**config.mk**
```make
export PLATFORM = sky130hd
export DESIGN_NAME = sorted_list_table_top
export DESIGN_NICKNAME = d
export VERILOG_FILES = /design/src/rtl/core/slt_pkg.sv /design/src/rtl/core/slt_ram.sv /design/src/rtl/core/sorted_list_table_top.sv
export SDC_FILE = /design/constraint.sdc
export NUM_CORES = 2
export LEC_CHECK = 0
export BUFFER_PORTS_ARGS = -buffer_cell sky130_fd_sc_hd__buf_2
export CORE_ASPECT_RATIO = 1.2
export CORE_MARGIN = 1.5
export CORE_UTILIZATION = 60
export DETAILED_ROUTE_END_ITERATION = 12
export PLACE_DENSITY = 0.76
export SYNTH_ARGS = -nofsm -noshare
export SYNTH_HDL_FRONTEND = slang
export SYNTH_HIERARCHICAL = 1
export SYNTH_SLANG_ARGS = --single-unit
```
**constraint.sdc**
```tcl
create_clock -name clk -period 8 [get_ports clk]
set_input_delay 2 -clock clk [delete_from_list [all_inputs] [get_ports clk]]
set_output_delay 2 -clock clk [all_outputs]
set_load 0.05 [all_outputs]
```
**src/rtl/core/slt_pkg.sv**
```systemverilog
// Shared types and operation codes for the sorted list table.
// No dependencies; used by the top level.
`timescale 1ns / 1ps

package slt_pkg;

  localparam logic [1:0] FUNC_INSERT = 2'd0;
  localparam logic [1:0] FUNC_LOOKUP = 2'd1;
  localparam logic [1:0] FUNC_CLEAR  = 2'd2;

  localparam int unsigned VALUE_W = 32;
  localparam int unsigned FIELD_W = 7;

  typedef struct packed {
    logic [1:0]                func;
    logic signed [VALUE_W-1:0] value;
  } req_t;

  typedef struct packed {
    logic               accepted;
    logic               full_res;
    logic               found;
    logic [FIELD_W-1:0] position;
    logic [FIELD_W-1:0] entry_count;
    logic               is_empty;
  } rsp_t;

endpackage

```
**src/rtl/core/slt_ram.sv**
```systemverilog
// Generic single-write, single-read RAM with registered read data.
// No dependencies.
`timescale 1ns / 1ps

module slt_ram #(
  parameter int unsigned WIDTH = 32,
  parameter int unsigned DEPTH = 64,
  localparam int unsigned AW   = (DEPTH > 1) ? $clog2(DEPTH) : 1
) (
  input  logic             clk,
  input  logic             we,
  input  logic [AW-1:0]    waddr,
  input  logic [WIDTH-1:0] wdata,
  input  logic [AW-1:0]    raddr,
  output logic [WIDTH-1:0] rdata
);

  logic [WIDTH-1:0] mem [DEPTH];

  always_ff @(posedge clk) begin
    if (we) begin
      mem[waddr] <= wdata;
    end
    rdata <= mem[raddr];
  end

endmodule

```
**src/rtl/core/sorted_list_table_top.sv**
```systemverilog
// Sorted list table top level: request/response channels, sequencer, entry RAM.
// Depends on slt_pkg and slt_ram.
`timescale 1ns / 1ps

// Keeps up to CAPACITY signed 32-bit values in ascending order in a single RAM.
// One request is worked at a time and req_stall stays high until its response
// has been handed to the output register; the next request may be taken while
// that response still waits on rsp_stall. Insert walks the stored entries from
// the tail toward the head, moving each entry that is greater or equal one slot
// up, and then writes the new value into the gap. The one RAM read port delivers
// one entry per cycle to the walk. Lookup walks from the head, one entry per
// cycle, stopping on the first match. Clear, an unused code, and an insert
// into a full table do no walk. Every response carries the entry count after
// the request and an empty flag.
module sorted_list_table_top #(
  parameter int unsigned CAPACITY = 64
) (
  input  logic          clk,
  input  logic          rst,
  input  logic          req_valid,
  output logic          req_stall,
  input  slt_pkg::req_t req,
  output logic          rsp_valid,
  input  logic          rsp_stall,
  output slt_pkg::rsp_t rsp
);

  localparam int unsigned AW = (CAPACITY > 1) ? $clog2(CAPACITY) : 1;
  localparam int unsigned CW = $clog2(CAPACITY + 1);
  localparam int unsigned XW = (CW > slt_pkg::FIELD_W) ? CW : slt_pkg::FIELD_W;

  typedef enum logic [4:0] {
    ST_IDLE = 5'b00001,
    ST_INS  = 5'b00010,
    ST_PUT  = 5'b00100,
    ST_LKP  = 5'b01000,
    ST_RES  = 5'b10000
  } state_t;

  state_t state, state_next;

  // Entry count and walk index; both must be able to hold CAPACITY itself.
  logic [CW-1:0] count, count_next;
  logic [CW-1:0] idx, idx_next;
  logic [CW-1:0] idx_inc;

  // Request value and the result fields under construction.
  logic signed [slt_pkg::VALUE_W-1:0] key, key_next;
  logic          r_accepted, r_accepted_next;
  logic          r_full, r_full_next;
  logic          r_found, r_found_next;
  logic [CW-1:0] r_pos, r_pos_next;

  // Entry RAM ports.
  logic                        ram_we;
  logic [AW-1:0]               ram_waddr;
  logic [slt_pkg::VALUE_W-1:0] ram_wdata;
  logic [AW-1:0]               ram_raddr;
  logic [slt_pkg::VALUE_W-1:0] ram_rdata;

  // Output register.
  logic          rsp_load;
  logic [XW-1:0] pos_ext, count_ext;

  assign idx_inc   = idx + CW'(1);
  // Always read the entry the sequencer looks at next cycle.
  assign ram_raddr = idx_next[AW-1:0];
  assign req_stall = (state != ST_IDLE);
  assign rsp_load  = (state == ST_RES) && (!rsp_valid || !rsp_stall);
  assign pos_ext   = XW'(r_pos);
  assign count_ext = XW'(count);

  slt_ram #(
    .WIDTH (slt_pkg::VALUE_W),
    .DEPTH (CAPACITY)
  ) u_ram (
    .clk   (clk),
    .we    (ram_we),
    .waddr (ram_waddr),
    .wdata (ram_wdata),
    .raddr (ram_raddr),
    .rdata (ram_rdata)
  );

  always_comb begin
    state_next      = state;
    count_next      = count;
    idx_next        = idx;
    key_next        = key;
    r_accepted_next = r_accepted;
    r_full_next     = r_full;
    r_found_next    = r_found;
    r_pos_next      = r_pos;
    ram_we          = 1'b0;
    ram_waddr       = idx[AW-1:0];
    ram_wdata       = key;

    case (state)
      ST_IDLE: begin
        if (req_valid) begin
          key_next        = req.value;
          r_accepted_next = 1'b0;
          r_full_next     = 1'b0;
          r_found_next    = 1'b0;
          r_pos_next      = '0;
          case (req.func)
            slt_pkg::FUNC_INSERT: begin
              if (count == CW'(CAPACITY)) begin
                // Refuse: table full, nothing changes.
                r_full_next = 1'b1;
                state_next  = ST_RES;
              end else if (count == '0) begin
                idx_next   = '0;
                state_next = ST_PUT;
              end else begin
                // Start at the tail and walk down.
                idx_next   = count - CW'(1);
                state_next = ST_INS;
              end
            end
            slt_pkg::FUNC_LOOKUP: begin
              r_accepted_next = 1'b1;
              idx_next        = '0;
              state_next      = (count == '0) ? ST_RES : ST_LKP;
            end
            slt_pkg::FUNC_CLEAR: begin
              count_next      = '0;
              r_accepted_next = 1'b1;
              state_next      = ST_RES;
            end
            default: begin
              state_next = ST_RES;
            end
          endcase
        end
      end

      ST_INS: begin
        if ($signed(ram_rdata) >= key) begin
          // Move this entry one slot up; equal entries go behind the new one.
          ram_we    = 1'b1;
          ram_waddr = idx_inc[AW-1:0];
          ram_wdata = ram_rdata;
          if (idx == '0) begin
            state_next = ST_PUT;
          end else begin
            idx_next = idx - CW'(1);
          end
        end else begin
          // Gap sits just above the first smaller entry.
          idx_next   = idx_inc;
          state_next = ST_PUT;
        end
      end

      ST_PUT: begin
        ram_we          = 1'b1;
        ram_waddr       = idx[AW-1:0];
        ram_wdata       = key;
        count_next      = count + CW'(1);
        r_accepted_next = 1'b1;
        state_next      = ST_RES;
      end

      ST_LKP: begin
        if ($signed(ram_rdata) == key) begin
          r_found_next = 1'b1;
          r_pos_next   = idx_inc;
          state_next   = ST_RES;
        end else if (idx_inc == count) begin
          state_next = ST_RES;
        end else begin
          idx_next = idx_inc;
        end
      end

      ST_RES: begin
        // Hold until the output register is free.
        if (rsp_load) begin
          state_next = ST_IDLE;
        end
      end

      default: begin
        state_next = ST_IDLE;
      end
    endcase
  end

  always_ff @(posedge clk) begin
    if (rst) begin
      state     <= ST_IDLE;
      count     <= '0;
      rsp_valid <= 1'b0;
    end else begin
      state <= state_next;
      count <= count_next;
      if (rsp_load) begin
        rsp_valid <= 1'b1;
      end else if (!rsp_stall) begin
        rsp_valid <= 1'b0;
      end
    end
  end

  always_ff @(posedge clk) begin
    idx        <= idx_next;
    key        <= key_next;
    r_accepted <= r_accepted_next;
    r_full     <= r_full_next;
    r_found    <= r_found_next;
    r_pos      <= r_pos_next;
    if (rsp_load) begin
      rsp.accepted    <= r_accepted;
      rsp.full_res    <= r_full;
      rsp.found       <= r_found;
      rsp.position    <= pos_ext[slt_pkg::FIELD_W-1:0];
      rsp.entry_count <= count_ext[slt_pkg::FIELD_W-1:0];
      rsp.is_empty    <= (count == '0);
    end
  end

`ifndef SYNTHESIS
  a_count_bound: assert property (@(posedge clk) disable iff (rst)
    count <= CW'(CAPACITY))
    else $error("entry count exceeds capacity");

  a_count_step: assert property (@(posedge clk) disable iff (rst)
    $past(rst) || count == $past(count) || count == $past(count) + CW'(1) || count == '0)
    else $error("entry count moved by other than one insert or a clear");

  a_full_refuse: assert property (@(posedge clk) disable iff (rst)
    (state == ST_IDLE && req_valid && req.func == slt_pkg::FUNC_INSERT
     && count == CW'(CAPACITY)) |=> (state == ST_RES && r_full && !r_accepted))
    else $error("insert into full table not refused");

  a_hit_in_range: assert property (@(posedge clk) disable iff (rst)
    (state == ST_RES && r_found) |-> (r_pos != '0 && r_pos <= count))
    else $error("lookup hit position outside stored entries");

  a_write_in_range: assert property (@(posedge clk) disable iff (rst)
    ram_we |-> (state == ST_INS || state == ST_PUT) && (idx < CW'(CAPACITY)))
    else $error("entry write outside an insert walk");
`endif

endmodule
```
==> impl_metrics.ini <==
[hold_path]
hold_path_class = reg -> reg
min-delay-start = r_accepted$_DFFE_PP_
hold_path_depth = 0

[layout]
finish.cell_count_without_fillers = 6012
finish.net_count = 4109
fillers = 8048
layout_common_cells = 2,109 x edfxtp_1, 544 x mux4_2, 199 x clkbuf_16
multiInputGateArea_sq_mm = 0.01857
drive_above_1_share = 0.2749
final_common_cell = edfxtp_1
sequential_cell_area_sq_mm = 0.06435
fin_util = 0.6766
synthToLayoutAreaGrowth_pct = 11.61

[timing]
tightest_slew_ps = 1420
timing.final.crit_period_ps = 6920
final.hold.worst_slack_ps = 418.6
final_cycle_utilization_of_the_critical_path = 0.8650
clock-skew-final_ps = 41.66
tns_ps = 0
final_count_of_negative_setup_slack_endpoints = 0
setup_ws_ps = 1080
rsz_0062_raised_after_global_routing = no
maxClockFrequency_mhz = 144.5
slew_headroom = 0.05347
report.final.slew_viol_count = 0
finalHoldViolCount = 0

[synth]
cell_area_after_synthesis_sq_mm = 0.08353
yosys_warnings = 6
syn-mean-instance-area_sq_um = 21.91
post_synth_num_cell_types = 72
number_of_cells_produced_by_synthesis = 3813
seq_area_frac_synth = 0.7704
synth_async_sr_flop_share = 0
synth_seq_cells = 2160
synth_edf_count = 2109
net_count_after_synthesis = 3892
synthFlopType = edfxtp_1

[place]
numPortBuffers = 57
place_worst_setup_slack_ps = 946.4
hpwlAfterDp_um = 120900
placed_cells = 5645
globalplace.congestion = 0.9398

[grt]
grt_use_total = 0.3177
grt_max_degree = 86
grt_antenna_before_repair = 10
grt_pass1_vias = 42220
global_route.overflow_total = 0
grt_pass1_wl_um = 310200

[run_status]
status = finished, final reports clean

[clocking]
cts-hold-fix-buffers = 0
cts-htree-levels = 4
tritoncts_clock_tree = yes
clk_path_buf_depth = 3
ctsRootBufferMaster = clkbuf_16
postCtsSetupRepairBufs = 0
cts.sinks = 2160
cts.clk_slew.worst_paths_ps = 60
numCtsBuffers = 194
worstSkewPairLatency_ps = 850
post_cts.resized_instances = 0

[critical_path]
worst_setup_path_end_kind = register
worst_endpoint_data_arrival_time_ps = 7600
critical_path_peak_fanout = 45
reg2reg_from = idx[0]$_DFF_P_
critPathLaunchType = register
worst_setup_path_startpoint = idx[0]$_DFF_P_
number_of_cells_traversed_by_the_worst_register_to_register_path = 15
cp.required_ps = 8680
criticalPathCategory = reg -> reg

[flow_run]
max_cap_viol_count = 0

[drt]
route.detailed.drc = 0
initialDrtViolationCount = 6687
route.vias.total = 42220
wl_per_instance_um = 36.73
ant_nets = 0
routed_via_density = 7.023
drt-pass1-iter-count = 6
final_wirelength_um = 220800

[die]
floorplan.core_area_sq_mm = 0.1378
placementRows = 149
floorplan.die_area_sq_mm = 0.1415
die_h_um = 411.7
initial_utilization = 0.6063
io_pins = 58
die_w_um = 343.6

[power]
power_density_mw_per_mm2 = 318.6
power.leakage_nw = 28.72
vdd_drop_max_mv = 0.2528
metrics by stage:
step | power (mW) | instance area [sq um]
6_report | 29.70 | 93220
5_1_grt | 30.39 | 93210
4_1_cts | 29.57 | 93200
3_5_place_dp | 20.59 | 87090
3_3_place_gp | 20.51 | 87090
2_1_floorplan | 17.92 | 83530
flip-flops by register name, summed over array words and instances (netlist names):
| signal | cells |
|---|---|
| u_ram/mem | 2048 |
| key | 32 |
| u_ram/rdata | 32 |
| rsp | 18 |
| count | 7 |
| idx | 7 |
| pos_ext | 7 |
| state | 5 |
| r_accepted | 1 |
| r_found | 1 |
| r_full | 1 |
| rsp_valid | 1 |
routing by layer:
metal  part of all wire  track usage  vias up
li1                   -            -    16460
met1               0.34       0.4302    21920
met2               0.47       0.4890     3244
met3               0.13      0.07604      598
met4              0.059       0.1612        8
met5            0.00024            0        -
cells in the mapped netlist (33+ instances only):
cell type	instances	area, sq um
a21oi_1	90	450.4
buf_2	68	340.3
clkbuf_1	80	300.3
dfxtp_1	51	1021
edfxtp_1	2109	63330
ha_1	41	513.0
inv_1	49	183.9
mux2_2	33	371.6
mux2i_1	94	940.9
mux4_2	544	12250
nand2_1	60	225.2
nor2_1	178	668.1
o22ai_1	87	544.3
final timing paths:
path,end,slack [ps]
hold reg to reg,rsp[17]$_DFFE_PP_,420
setup / recovery,u_ram/rdata[29]$_DFF_P_,1080
hold / removal,rsp[17]$_DFFE_PP_,420
setup reg to reg,u_ram/rdata[29]$_DFF_P_,1080
cell type report:
class	instances	area share
antenna	5	0.0001342
sequential	2160	0.6903
tap	1812	0.02432
clock inverter	98	0.008603
inverter	49	0.001973
clock buffer	263	0.05696
multi-input combinational	1403	0.1992
timing repair buffer	222	0.01854
power breakdown:
part	switching, mW	internal, mW
logic	4.68	3.00
clock network	4.04	5.01
registers	0.202	12.8
critical path, stage by stage, from the launching register on:
cell and delay [ps]:
dfxtp_1 650, ha_1 420, nand3_1 250, nor2_1 380, xnor3_1 290, o2111a_1 230
nor3_2 340, nor3_1 130, o21ai_4 1010, buf_12 420, buf_4 610, mux4_2 610
o22ai_1 220, nor2_1 160, a21oi_1 870, nor2_1 140
kinds of logic after synthesis:
group | synth area share
fa+ha+maj | 0.006142
compound gates | 0.02254
xor+xnor | 0.003101
flops | 0.7704
mux | 0.1624
simple gates | 0.02156
buf+inv | 0.01383
Note: power is estimated with default switching activity, not from simulation.
